**src/sitda_pkg.sv**
```systemverilog
// Package for the signed integer to decimal text converter.
// Holds the sequencer state type, the ASCII codes and the digit-count helper.
package sitda_pkg;

	localparam int VALUE_BITS_DEF = 32;

	localparam logic [6:0] ASCII_ZERO  = 7'd48;
	localparam logic [6:0] ASCII_MINUS = 7'd45;

	localparam logic [3:0] DABBLE_LIMIT  = 4'd5;
	localparam logic [3:0] DABBLE_ADJUST = 4'd3;

	typedef enum logic [2:0] {
		ST_IDLE,
		ST_CONV,
		ST_SKIP,
		ST_SIGN,
		ST_DIGIT
	} sitda_state_t;

	// Decimal digits needed for any magnitude below 2**bits.
	function automatic int digits_for(int bits);
		return ((bits * 1233) >> 12) + 1;
	endfunction

endpackage

```
**src/sitda_dabble_step.sv**
```systemverilog
// One shift-and-add-3 step of the binary to BCD conversion.
// Depends on sitda_pkg for the adjust threshold and offset.
module sitda_dabble_step #(
	parameter int DIGITS = 10
) (
	input  logic [DIGITS*4-1:0] bcd,
	input  logic                bit_in,
	output logic [DIGITS*4-1:0] bcd_next
);
	import sitda_pkg::*;

	logic [DIGITS*4-1:0] adjusted;

	always_comb begin
		for (int i = 0; i < DIGITS; i++) begin
			if (bcd[i*4 +: 4] >= DABBLE_LIMIT) begin
				adjusted[i*4 +: 4] = bcd[i*4 +: 4] + DABBLE_ADJUST;
			end else begin
				adjusted[i*4 +: 4] = bcd[i*4 +: 4];
			end
		end
	end

	assign bcd_next = {adjusted[DIGITS*4-2:0], bit_in};

endmodule

```
**src/signed_int_to_decimal_ascii.sv**
```systemverilog
// Signed integer to decimal ASCII text: sequencer, magnitude and BCD registers.
// Depends on sitda_pkg and instantiates sitda_dabble_step.
//
// One value beat is taken while the block is idle. The magnitude is then turned
// into BCD by the shift-and-add-3 step, one bit per cycle; leading zero digits
// are dropped one per cycle, and the text goes out one character beat per cycle
// while char_ready is high, a minus sign first for a negative value, then the
// digits most significant first, with last on the final digit. DIGITS is the
// decimal width of the largest magnitude. The block is not ready again until the
// final beat has been taken.
module signed_int_to_decimal_ascii #(
	parameter int VALUE_BITS = sitda_pkg::VALUE_BITS_DEF
) (
	input  logic                  clk,
	input  logic                  arst_n,
	input  logic                  value_valid,
	output logic                  value_ready,
	input  logic [VALUE_BITS-1:0] value,
	output logic                  char_valid,
	input  logic                  char_ready,
	output logic [6:0]            character,
	output logic                  last
);
	import sitda_pkg::*;

	localparam int DIGITS = digits_for(VALUE_BITS);
	localparam int CW     = $clog2(VALUE_BITS + 1);
	localparam int RW     = $clog2(DIGITS + 1);

	sitda_state_t state_q, state_d;

	logic [VALUE_BITS-1:0] mag_q;
	logic [DIGITS*4-1:0]   bcd_q;
	logic [DIGITS*4-1:0]   bcd_step;
	logic [CW-1:0]         cnt_q;
	logic [RW-1:0]         rem_q;
	logic                  neg_q;
	logic [3:0]            top_digit;

	sitda_dabble_step #(
		.DIGITS(DIGITS)
	) u_step (
		.bcd     (bcd_q),
		.bit_in  (mag_q[VALUE_BITS-1]),
		.bcd_next(bcd_step)
	);

	assign top_digit = bcd_q[DIGITS*4-1 -: 4];

	always_ff @(posedge clk or negedge arst_n) begin
		if (!arst_n) begin
			state_q <= ST_IDLE;
		end else begin
			state_q <= state_d;
		end
	end

	always_comb begin
		state_d     = state_q;
		value_ready = 1'b0;
		char_valid  = 1'b0;
		character   = ASCII_ZERO;
		last        = 1'b0;
		case (state_q)
			ST_IDLE: begin
				value_ready = 1'b1;
				if (value_valid) begin
					state_d = ST_CONV;
				end
			end
			ST_CONV: begin
				if (cnt_q == CW'(1)) begin
					state_d = ST_SKIP;
				end
			end
			ST_SKIP: begin
				if (!(top_digit == 4'd0 && rem_q > RW'(1))) begin
					state_d = neg_q ? ST_SIGN : ST_DIGIT;
				end
			end
			ST_SIGN: begin
				char_valid = 1'b1;
				character  = ASCII_MINUS;
				if (char_ready) begin
					state_d = ST_DIGIT;
				end
			end
			ST_DIGIT: begin
				char_valid = 1'b1;
				character  = ASCII_ZERO + {3'b000, top_digit};
				last       = (rem_q == RW'(1));
				if (char_ready && rem_q == RW'(1)) begin
					state_d = ST_IDLE;
				end
			end
			default: begin
				state_d = ST_IDLE;
			end
		endcase
	end

	always_ff @(posedge clk) begin
		case (state_q)
			ST_IDLE: begin
				if (value_valid) begin
					neg_q <= value[VALUE_BITS-1];
					mag_q <= value[VALUE_BITS-1] ? (~value + VALUE_BITS'(1)) : value;
					bcd_q <= '0;
					cnt_q <= CW'(VALUE_BITS);
					rem_q <= RW'(DIGITS);
				end
			end
			ST_CONV: begin
				bcd_q <= bcd_step;
				mag_q <= {mag_q[VALUE_BITS-2:0], 1'b0};
				cnt_q <= cnt_q - CW'(1);
			end
			ST_SKIP: begin
				if (top_digit == 4'd0 && rem_q > RW'(1)) begin
					bcd_q <= {bcd_q[DIGITS*4-5:0], 4'd0};
					rem_q <= rem_q - RW'(1);
				end
			end
			ST_DIGIT: begin
				if (char_ready && rem_q != RW'(1)) begin
					bcd_q <= {bcd_q[DIGITS*4-5:0], 4'd0};
					rem_q <= rem_q - RW'(1);
				end
			end
			default: begin
			end
		endcase
	end

endmodule

```
**config.mk**
```make
export PLATFORM = sky130hd
export DESIGN_NAME = signed_int_to_decimal_ascii
export DESIGN_NICKNAME = d
export VERILOG_FILES = /design/src/sitda_pkg.sv /design/src/sitda_dabble_step.sv /design/src/signed_int_to_decimal_ascii.sv
export SDC_FILE = /design/constraint.sdc
export NUM_CORES = 1
export LEC_CHECK = 0
export BUFFER_PORTS_ARGS = -buffer_cell sky130_fd_sc_hd__buf_2
export CAP_MARGIN = 10
export CELL_PAD_IN_SITES_DETAIL_PLACEMENT = 0
export CELL_PAD_IN_SITES_GLOBAL_PLACEMENT = 1
export CORE_ASPECT_RATIO = 1.5
export CORE_MARGIN = 2
export CORE_UTILIZATION = 49
export CTS_BUF_LIST = sky130_fd_sc_hd__clkbuf_8
export DETAILED_ROUTE_END_ITERATION = 16
export GPL_TIMING_DRIVEN = 0
export PLACE_DENSITY = 0.8
export REMOVE_ABC_BUFFERS = 1
export SKIP_LAST_GASP = 1
export SLEW_MARGIN = 10
export SYNTH_ARGS = -nofsm -noshare
export SYNTH_HDL_FRONTEND = slang
export SYNTH_HIERARCHICAL = 1
export SYNTH_SLANG_ARGS = --single-unit
```
**constraint.sdc**
```tcl
create_clock -name clk -period 6.7 [get_ports clk]
set_clock_uncertainty 0.15 [all_clocks]
set_input_delay 0.67 -clock clk [delete_from_list [all_inputs] [get_ports clk]]
set_output_delay 0.67 -clock clk [all_outputs]
set_load 0.01 [all_outputs]
```
Word level (Yosys, flattened, before mapping). Cells that the tools add are included.

Register bits after elaboration: 86. Bits of input ports: 36. Word-level logic and storage cells: 94.

Add/subtract/negate cells: 14. Order comparisons: 11. Eq/ne operators: 14. Mux-type cells: 34. Bitwise gates (word level): 1. Reductions and logical operators: 14.

Operators by type and width (count): $pmux W40 S4 (1); $mux W40 (3); $mux W32 (2); $pmux W32 S2 (1); $mux W4 (12); $ge A4 B3 Y1 const B (10); $add A4 B2 Y4 const B (9); $add A32 B1 Y32 const B (1); $not A32 Y32 (1); $mux W3 (7); $pmux W3 S5 (1); $ne A2 B2 Y1 const B (7); $pmux W7 S2 (1); $pmux W4 S3 (1); $pmux W6 S2 (1); $reduce_and A4 Y1 (2); $add A6 B4 Y7 const A (1); $eq A3 B2 Y1 const B (2); $eq A6 B1 Y1 const B (1); $mux W6 (1); $sub A6 B1 Y6 const B (1); $reduce_and A5 Y1 (1); $eq A4 B1 Y1 const B (1); $gt A4 B1 Y1 const B (1); 14 further kinds (19).

Logic depth before layout (Yosys ltp). Gate-level depths: netlist of the first run.

Depth in word-level cells: 5. Gate-level depth with buffers: 7. Mapped depth without buffers: 7.

Modules after synthesis. Netlist of the first run, hierarchy kept.

By module, submodules not included: signed_int_to_decimal_ascii (times used 1, cells an instance 390, area each 4448.0 um^2); sitda_dabble_step (times used 1, cells an instance 157, area each 1001.0 um^2).

Worst setup path after synthesis of the first run. OpenSTA, ideal clock, no wires.

Path type: in2reg. Start: input value_valid. End: register bcd_q[0], enable pin. Library setup time: 396 ps. Data arrival time: 4312 ps. Setup slack: 1842 ps. Cell stages on the path: 3. Cells stage by stage: nor2_1 nor3_1 a21o_1.

Longest elaborated chain between the ends: 2.

Ends and longest elaborated chain: start, declared (RTL line signed_int_to_decimal_ascii.sv:16) `input logic value_valid,`; $ne A2 B2 Y1 (no line); $reduce_and A4 Y1 (no line); end signal, assigned (RTL line signed_int_to_decimal_ascii.sv:114) `bcd_q <= bcd_step;`; end signal, assigned (RTL line signed_int_to_decimal_ascii.sv:120) `bcd_q <= {bcd_q[DIGITS*4-5:0], 4'd0};`; end signal, assigned (RTL line signed_int_to_decimal_ascii.sv:126) `bcd_q <= {bcd_q[DIGITS*4-5:0], 4'd0};`; end, declared (RTL line signed_int_to_decimal_ascii.sv:33) `logic [DIGITS*4-1:0] bcd_q;`.

Every way passes these cells. A chain may end at the register's enable or synchronous reset.

Worst setup path after layout of the first run.
Start: input value[0]. End: register mag_q[30], data pin.

Longest elaborated chain between the ends: 5.

Ends and longest elaborated chain: start, declared (RTL line signed_int_to_decimal_ascii.sv:18) `input logic [VALUE_BITS-1:0] value,`; $not A32 Y32 (RTL line signed_int_to_decimal_ascii.sv:107) `mag_q <= value[VALUE_BITS-1] ? (~value + VALUE_BITS'(1)) : value;`; $add A32 B1 Y32 (RTL line signed_int_to_decimal_ascii.sv:107); $mux W32 (RTL line signed_int_to_decimal_ascii.sv:107); $mux W32 (RTL line signed_int_to_decimal_ascii.sv:105) `if (value_valid) begin`; $pmux W32 S2 (RTL line signed_int_to_decimal_ascii.sv:103) `case (state_q)`; end signal, assigned (RTL line signed_int_to_decimal_ascii.sv:107); end signal, assigned (RTL line signed_int_to_decimal_ascii.sv:115) `mag_q <= {mag_q[VALUE_BITS-2:0], 1'b0};`; end, declared (RTL line signed_int_to_decimal_ascii.sv:32) `logic [VALUE_BITS-1:0] mag_q;`.

Every way passes these cells. The select of a mux whose other input is x is not followed.

==> flow_summary.yaml, run 1 <==
grt:
  grt_pass1_vias: 3901
  antenna_found_initial: 0
  grt_max_degree: 38
  grt_usage_pct: 18.05
  use_met1_pct: 20.94
  busiest_layer: "met2"
  grt.met3_usage_pct: 3.281
  grt-ovfl-total: 0
  grt_use_met2_pct: 33.12
  grt_pass1_wl_mm: 17.73
clocking:
  clock_latency_ps: 360
  cts_tree: "done"
  clk_path_buf_depth: 2
  postCtsSetupRepairBufs: 0
  ctsHtreeMaxLevel: 3
  clk_pin_slew_ps: 90
  root_buffer: "clkbuf_8"
  clock_sinks: 86
  post_cts_resize_count: 0
  cts_hold_buffers: 1
  numCtsBuffers: 9
setup_path:
  path_cells: "buf_2, inv_1, ha_1, nor3b_1, nand4b_4, or4_4, a211o_1"
  cp_max_fo: 9
  r2r_start: "state_q[0]"
  cpMaxStageDelayCell: "or4_4"
  crit_start: "value[0]"
  start_kind: "primary input"
  crit_arrival_ps: 2760
  endpoint: "mag_q[30]"
  r2r_setup_slack_ps: 4210
  max_stage_delay_ps: 600
  crit_path_end_kind: "flip-flop"
  rr_endpoint: "mag_q[30]"
  worstPathRequired_ps: 6660
  critical_path_class: "in2reg"
  reg2reg_depth: 5
timing:
  fin_crit_ps: 2805
  finalSetupViolations: 0
  fmax_ghz: 0.3565
  maxSlewHeadroom_pct: 52.67
  tightest_slew_ps: 704.6
  fin_ws_ps: 3895
  fin_crit_sh_pct: 41.86
  slew_viol_final: 0
  final_hold_viol_count: 0
  rsz0062_at_grt: "no"
yosys:
  synth.most_common_cell: "edfxtp_1"
  synth_top_area_share_pct: 45.74
  synth-seq-cells: 86
  syn_area_mm2: 0.005449
  synth_area_leader_cell: "edfxtp_1"
  async_flop_share_pct: 3.488
  syn_area_per_cell_um2: 9.962
  ys.flop_type: "edfxtp_1"
  synth_common_cells: "83 x edfxtp_1, 71 x nand2_1, 48 x nor2_1"
  yosysUniqueCellTypes: 47
  synth_edf_count: 83
  syn_inst: 547
  yosysSeqAreaShare_pct: 47.12
  yosysWarningCount: 6
  yosys-top-cells-area: "edfxtp_1 46%, a22o_1 5.8%, ha_1 5.7%"
die:
  io-pin-count: 46
  dieArea_mm2: 0.01200
  die_y_um: 133.2
  initial_core_util_pct: 49.82
  die_w_um: 90.10
  coreArea_mm2: 0.01094
  rows: 47
route:
  via_per_inst: 5.453
  drcViolationCount: 0
  wl_mm: 10.51
  drt-wirelength-per-cell_um: 14.19
  first_pass_iters: 5
  drt_iter0_drc: 136
  num_vias: 4041
  ant_nets: 0
finish:
  drive_gt1_share_pct: 14.81
  n_antenna_cell: 0
  final-seq-area_mm2: 0.002567
  nets: 650
  area_delta_synth_final_pct: 11.73
  post-route-cell-area_mm2: 0.006088
  nFillCells: 1024
  multi_input_area_mm2: 0.002688
  fin_util_pct: 55.66
hold_path:
  hp-class: "reg2reg"
run:
  max-cap-violations: 0
place:
  gp_congestion: 0.7563
  place_area_mm2: 0.005896
  hpwl_mm: 7.697
  pre_cts_slack_ps: 3519
  portBuffers: 43
power:
  cellPowerDensity_mw_per_mm2: 448.7
  ir_drop_mv: 0.1700
  power_leakage_nw: 2.529
status:
  status: "completed"
-- metal layers --
metal  share of wire [%]  up-vias
met2                  54       63
met1                  41     1924
met5                   0        -
met3                 3.5        9
met4                 1.4        0
li1                    -     2045
-- flip-flops by register name, summed over array words and instances, names as in the netlist --
register,flops
rem_q,4
bcd_q,40
mag_q,32
cnt_q,6
state_q,3
neg_q,1
-- cell type report --
class                      count  share of cell area [%]
clock buffer                   9                   2.035
clock inverter                 7                  0.9453
inverter                      30                   1.850
multi-input combinational    406                   44.14
sequential                    86                   42.17
tap                          147                   3.021
timing repair buffer          56                   5.836
-- cells by family (layout without fill, tap and decap cells) --
| group | after synthesis | after routing | synth area share [%] |
|---|---|---|---|
| flops | 86 | 86 | 47.12 |
| compound gates | 137 | 137 | 17.11 |
| simple gates | 186 | 186 | 16.60 |
| xor+xnor | 43 | 43 | 6.912 |
| fa+ha+maj | 25 | 25 | 5.741 |
| buf+inv | 55 | 102 | 3.995 |
| other cells | 2 | 2 | 0.1378 |
| mux | 13 | 13 | 2.388 |
-- power by group --
| group | internal, W | switching (W) |
|---|---|---|
| sequential | 0.000996 | 0.000195 |
| clock | 0.000167 | 0.000182 |
| combinational | 0.000559 | 0.000634 |
-- worst min-delay path by stage --
stage                            end      start  depth (start not counted)
after floorplan           state_q[0]     arst_n                          0
after global placement    state_q[0]     arst_n                          1
after detailed placement  state_q[0]     arst_n                          1
after CTS                   bcd_q[0]  mag_q[31]                          1
after global routing        bcd_q[0]  mag_q[31]                          1
final                       bcd_q[0]  mag_q[31]                          1
-- cell usage in the layout (no fill, tap or decap), types with 4 or more instances in the layout --
| cell type | count |
|---|---|
| clkbuf_8 | 9 |
| inv_1 | 32 |
| o41ai_1 | 7 |
| nand2b_1 | 22 |
| a21oi_1 | 22 |
| and2_1 | 7 |
| buf_4 | 6 |
| a22o_1 | 36 |
| buf_2 | 43 |
| o31ai_1 | 8 |
| nor2_1 | 48 |
| xnor2_1 | 17 |
| mux2i_1 | 13 |
| o21ai_1 | 10 |
| nor3_1 | 8 |
| nor4_1 | 5 |
| xor2_1 | 26 |
| edfxtp_1 | 83 |
| a21oi_2 | 10 |
| nand2_1 | 71 |
| buf_6 | 4 |
| ha_1 | 25 |
| o21ai_0 | 33 |
-- metrics by stage --
stage               power (W)  TNS (ps)  instances  hold slack [ps]
floorplan            0.002070         0        522            224.4
global placement     0.002328    -36350        712            313.5
detailed placement   0.002413         0        724            315.5
CTS                  0.002769         0        741            378.8
global route         0.002969         0        741            396.2
finish               0.002732         0        741            370.3
-- worst max-delay path, delay by kind of cell --
kind	cells	cell delay (ps)
buffers and inverters	2	220
adders and majority gates	1	200
AOI/OAI and AO/OA	1	310
and+or+nand+nor	3	1360
No activity file was read; power rests on OpenSTA's default activity.
==> inputs of run 2 (changes only) <==
- clock period: 6.7 -> 2.6 ns (I/O delays scaled with it)
==> run 2 against run 1 <==
Compared with the run above: clock-buffer cell count stayed put; critical endpoint unchanged; routed wire length rose by 0.17%; via count about the same; core utilization rose by 0.091 points; global-route usage unchanged; sequential share of layout area decreased by 0.069 points; first-iteration DRC count fell by 5.1%; largest power group is now combinational cells; clock power increased to 2.6 times the previous value.
==> flow_summary.yaml, run 2 (synthesis gave the netlist of run 1 again) <==
status:
  status: "completed"
setup_path:
  crit_arrival_ps: 2350
  critical_path_class: "in2reg"
  start_kind: "primary input"
  max_stage_delay_ps: 600
  crit_path_end_kind: "flip-flop"
  cpMaxStageDelayCell: "or4_4"
  worstPathRequired_ps: 2550
  cp_max_fo: 9
  path_cells: "buf_2, inv_1, ha_1, nor3b_1, nand4b_4, or4_4, a211o_1"
die:
  io-pin-count: 46
  rows: 47
  die_y_um: 133.2
  coreArea_mm2: 0.01094
  die_w_um: 90.10
  initial_core_util_pct: 49.82
  dieArea_mm2: 0.01200
place:
  gp_congestion: 0.7563
  portBuffers: 43
  place_area_mm2: 0.005896
  hpwl_mm: 7.697
  dpl.cell_count: 724
grt:
  grt_max_degree: 38
  grt_pass1_vias: 3912
  grt_usage_pct: 18.05
  grt-ovfl-total: 0
  grt_pass1_wl_mm: 17.73
  antenna_found_initial: 0
route:
  wl_mm: 10.53
  first_pass_iters: 4
  dr_wl_met2_mm: 5.641
  drcViolationCount: 0
  dr_wl_met3_um: 359
  top_layer_used: "met4"
  drt_iter0_drc: 129
  num_vias: 4038
  drt-wirelength-per-cell_um: 14.21
  wl_met1_mm: 4.391
  ant_nets: 0
  via_per_inst: 5.449
clocking:
  cts_tree: "done"
  clk_pin_slew_ps: 80
  numCtsBuffers: 9
  clock_latency_ps: 350
  root_buffer: "clkbuf_8"
  clk_path_buf_depth: 2
  clock_sinks: 86
  ctsHtreeMaxLevel: 3
finish:
  final_common_cell: "edfxtp_1"
  post-route-cell-area_mm2: 0.006098
  top_regs: "bcd_q (40), mag_q (32), cnt_q (6)"
  nets: 650
  n_antenna_cell: 0
  mostFrequentLayoutCells: "83 x edfxtp_1, 71 x nand2_1, 48 x nor2_1"
  largest_reg_flops: 40
  area_delta_synth_final_pct: 11.92
  fin_util_pct: 55.75
  top_register: "bcd_q"
  drive_gt1_share_pct: 14.81
  nFillCells: 1023
  stdcell_count: 741
power:
  p_switching_w: 0.002610
  cellPowerDensity_mw_per_mm2: 1157
  power.share.clock_pct: 12.7
  pwr-share-comb_pct: 43.7
  switching_share_pct: 37.00
  power_leakage_nw: 2.531
  pwr-share-seq_pct: 43.5
  ir_drop_mv: 0.4378
  internal_power_w: 0.004444
timing:
  fin_crit_ps: 2402
  finalSetupTns_ps: 0
  rsz0062_at_grt: "no"
  maxSlewHeadroom_pct: 52.85
  slew_viol_final: 0
  finalSetupViolations: 0
  tightest_slew_ps: 701.8
  fin_crit_sh_pct: 92.38
  hold_ws_ps: 63.53
  fmax_ghz: 0.4163
  final_hold_viol_count: 0
hold_path:
  hp-class: "in2async"
run:
  max-cap-violations: 0
[run 2: cell counts in the layout (fill, tap and decap cells not counted)]
Identical to the previous run, type by type.
[run 2: final cells by class]
cell class                 instances  area, um2  share of cell area [%]
tap                              147      183.9                   3.016
sequential                        86       2567                   42.10
clock inverter                     7      57.56                  0.9438
inverter                          30      112.6                   1.847
multi-input combinational        406       2698                   44.23
timing repair buffer              56      355.3                   5.827
clock buffer                       9      123.9                   2.031
[run 2: power groups by stage]
stage          clock network [W]  registers (W)  logic [W]
5_1_grt                 0.000970        0.00318    0.00352
6_report                0.000898        0.00307    0.00308
3_3_place_gp                   0        0.00310    0.00267
3_5_place_dp                   0        0.00312    0.00310
4_1_cts                 0.000926        0.00309    0.00312
2_1_floorplan                  0        0.00296    0.00234
[run 2: per-layer routing]
metal	vias up	global-route usage, %
li1	2043	-
met1	1923	20.90
met2	64	33.17
met4	0	6.581
met5	-	0
met3	8	3.281
[run 2: metrics by stage]
step | power (W) | setup WS, ps
3_3_place_gp | 0.005771 | -5189
2_1_floorplan | 0.005300 | -2643
3_5_place_dp | 0.006217 | -171.5
4_1_cts | 0.007133 | 103.1
6_report | 0.007054 | 198.1
5_1_grt | 0.007661 | 89.58
[run 2: path summary, 6_finish.rpt]
check,from,to,slack (ps),cells after the start
worst min-delay path,arst_n,state_q[0],60,2
worst max-delay path,value[0],mag_q[30],200,7
worst max register to register,state_q[0],mag_q[30],260,7
worst min register to register,mag_q[31],bcd_q[0],370,1
min in group clk,char_ready,state_q[2],90,2
max in group asynchronous,arst_n,state_q[1],2140,2
[run 2: worst max-delay path, delay by kind of cell]
family / cells / cell delay (ps)
AND/OR/NAND/NOR: 3 / 1360
AO/OA/AOI/OAI: 1 / 310
adder cells (fa/ha/maj): 1 / 200
buffers and inverters: 2 / 220
[run 2: repair_timing]
action | 4_1_cts | 5_1_grt
buffers inserted | 0 | 0
gates resized for setup | 1 | 2
hold buffers | 1 | 0
endpoints found under the hold margin | 3 | 0
setup endpoints to repair | 1 | 13
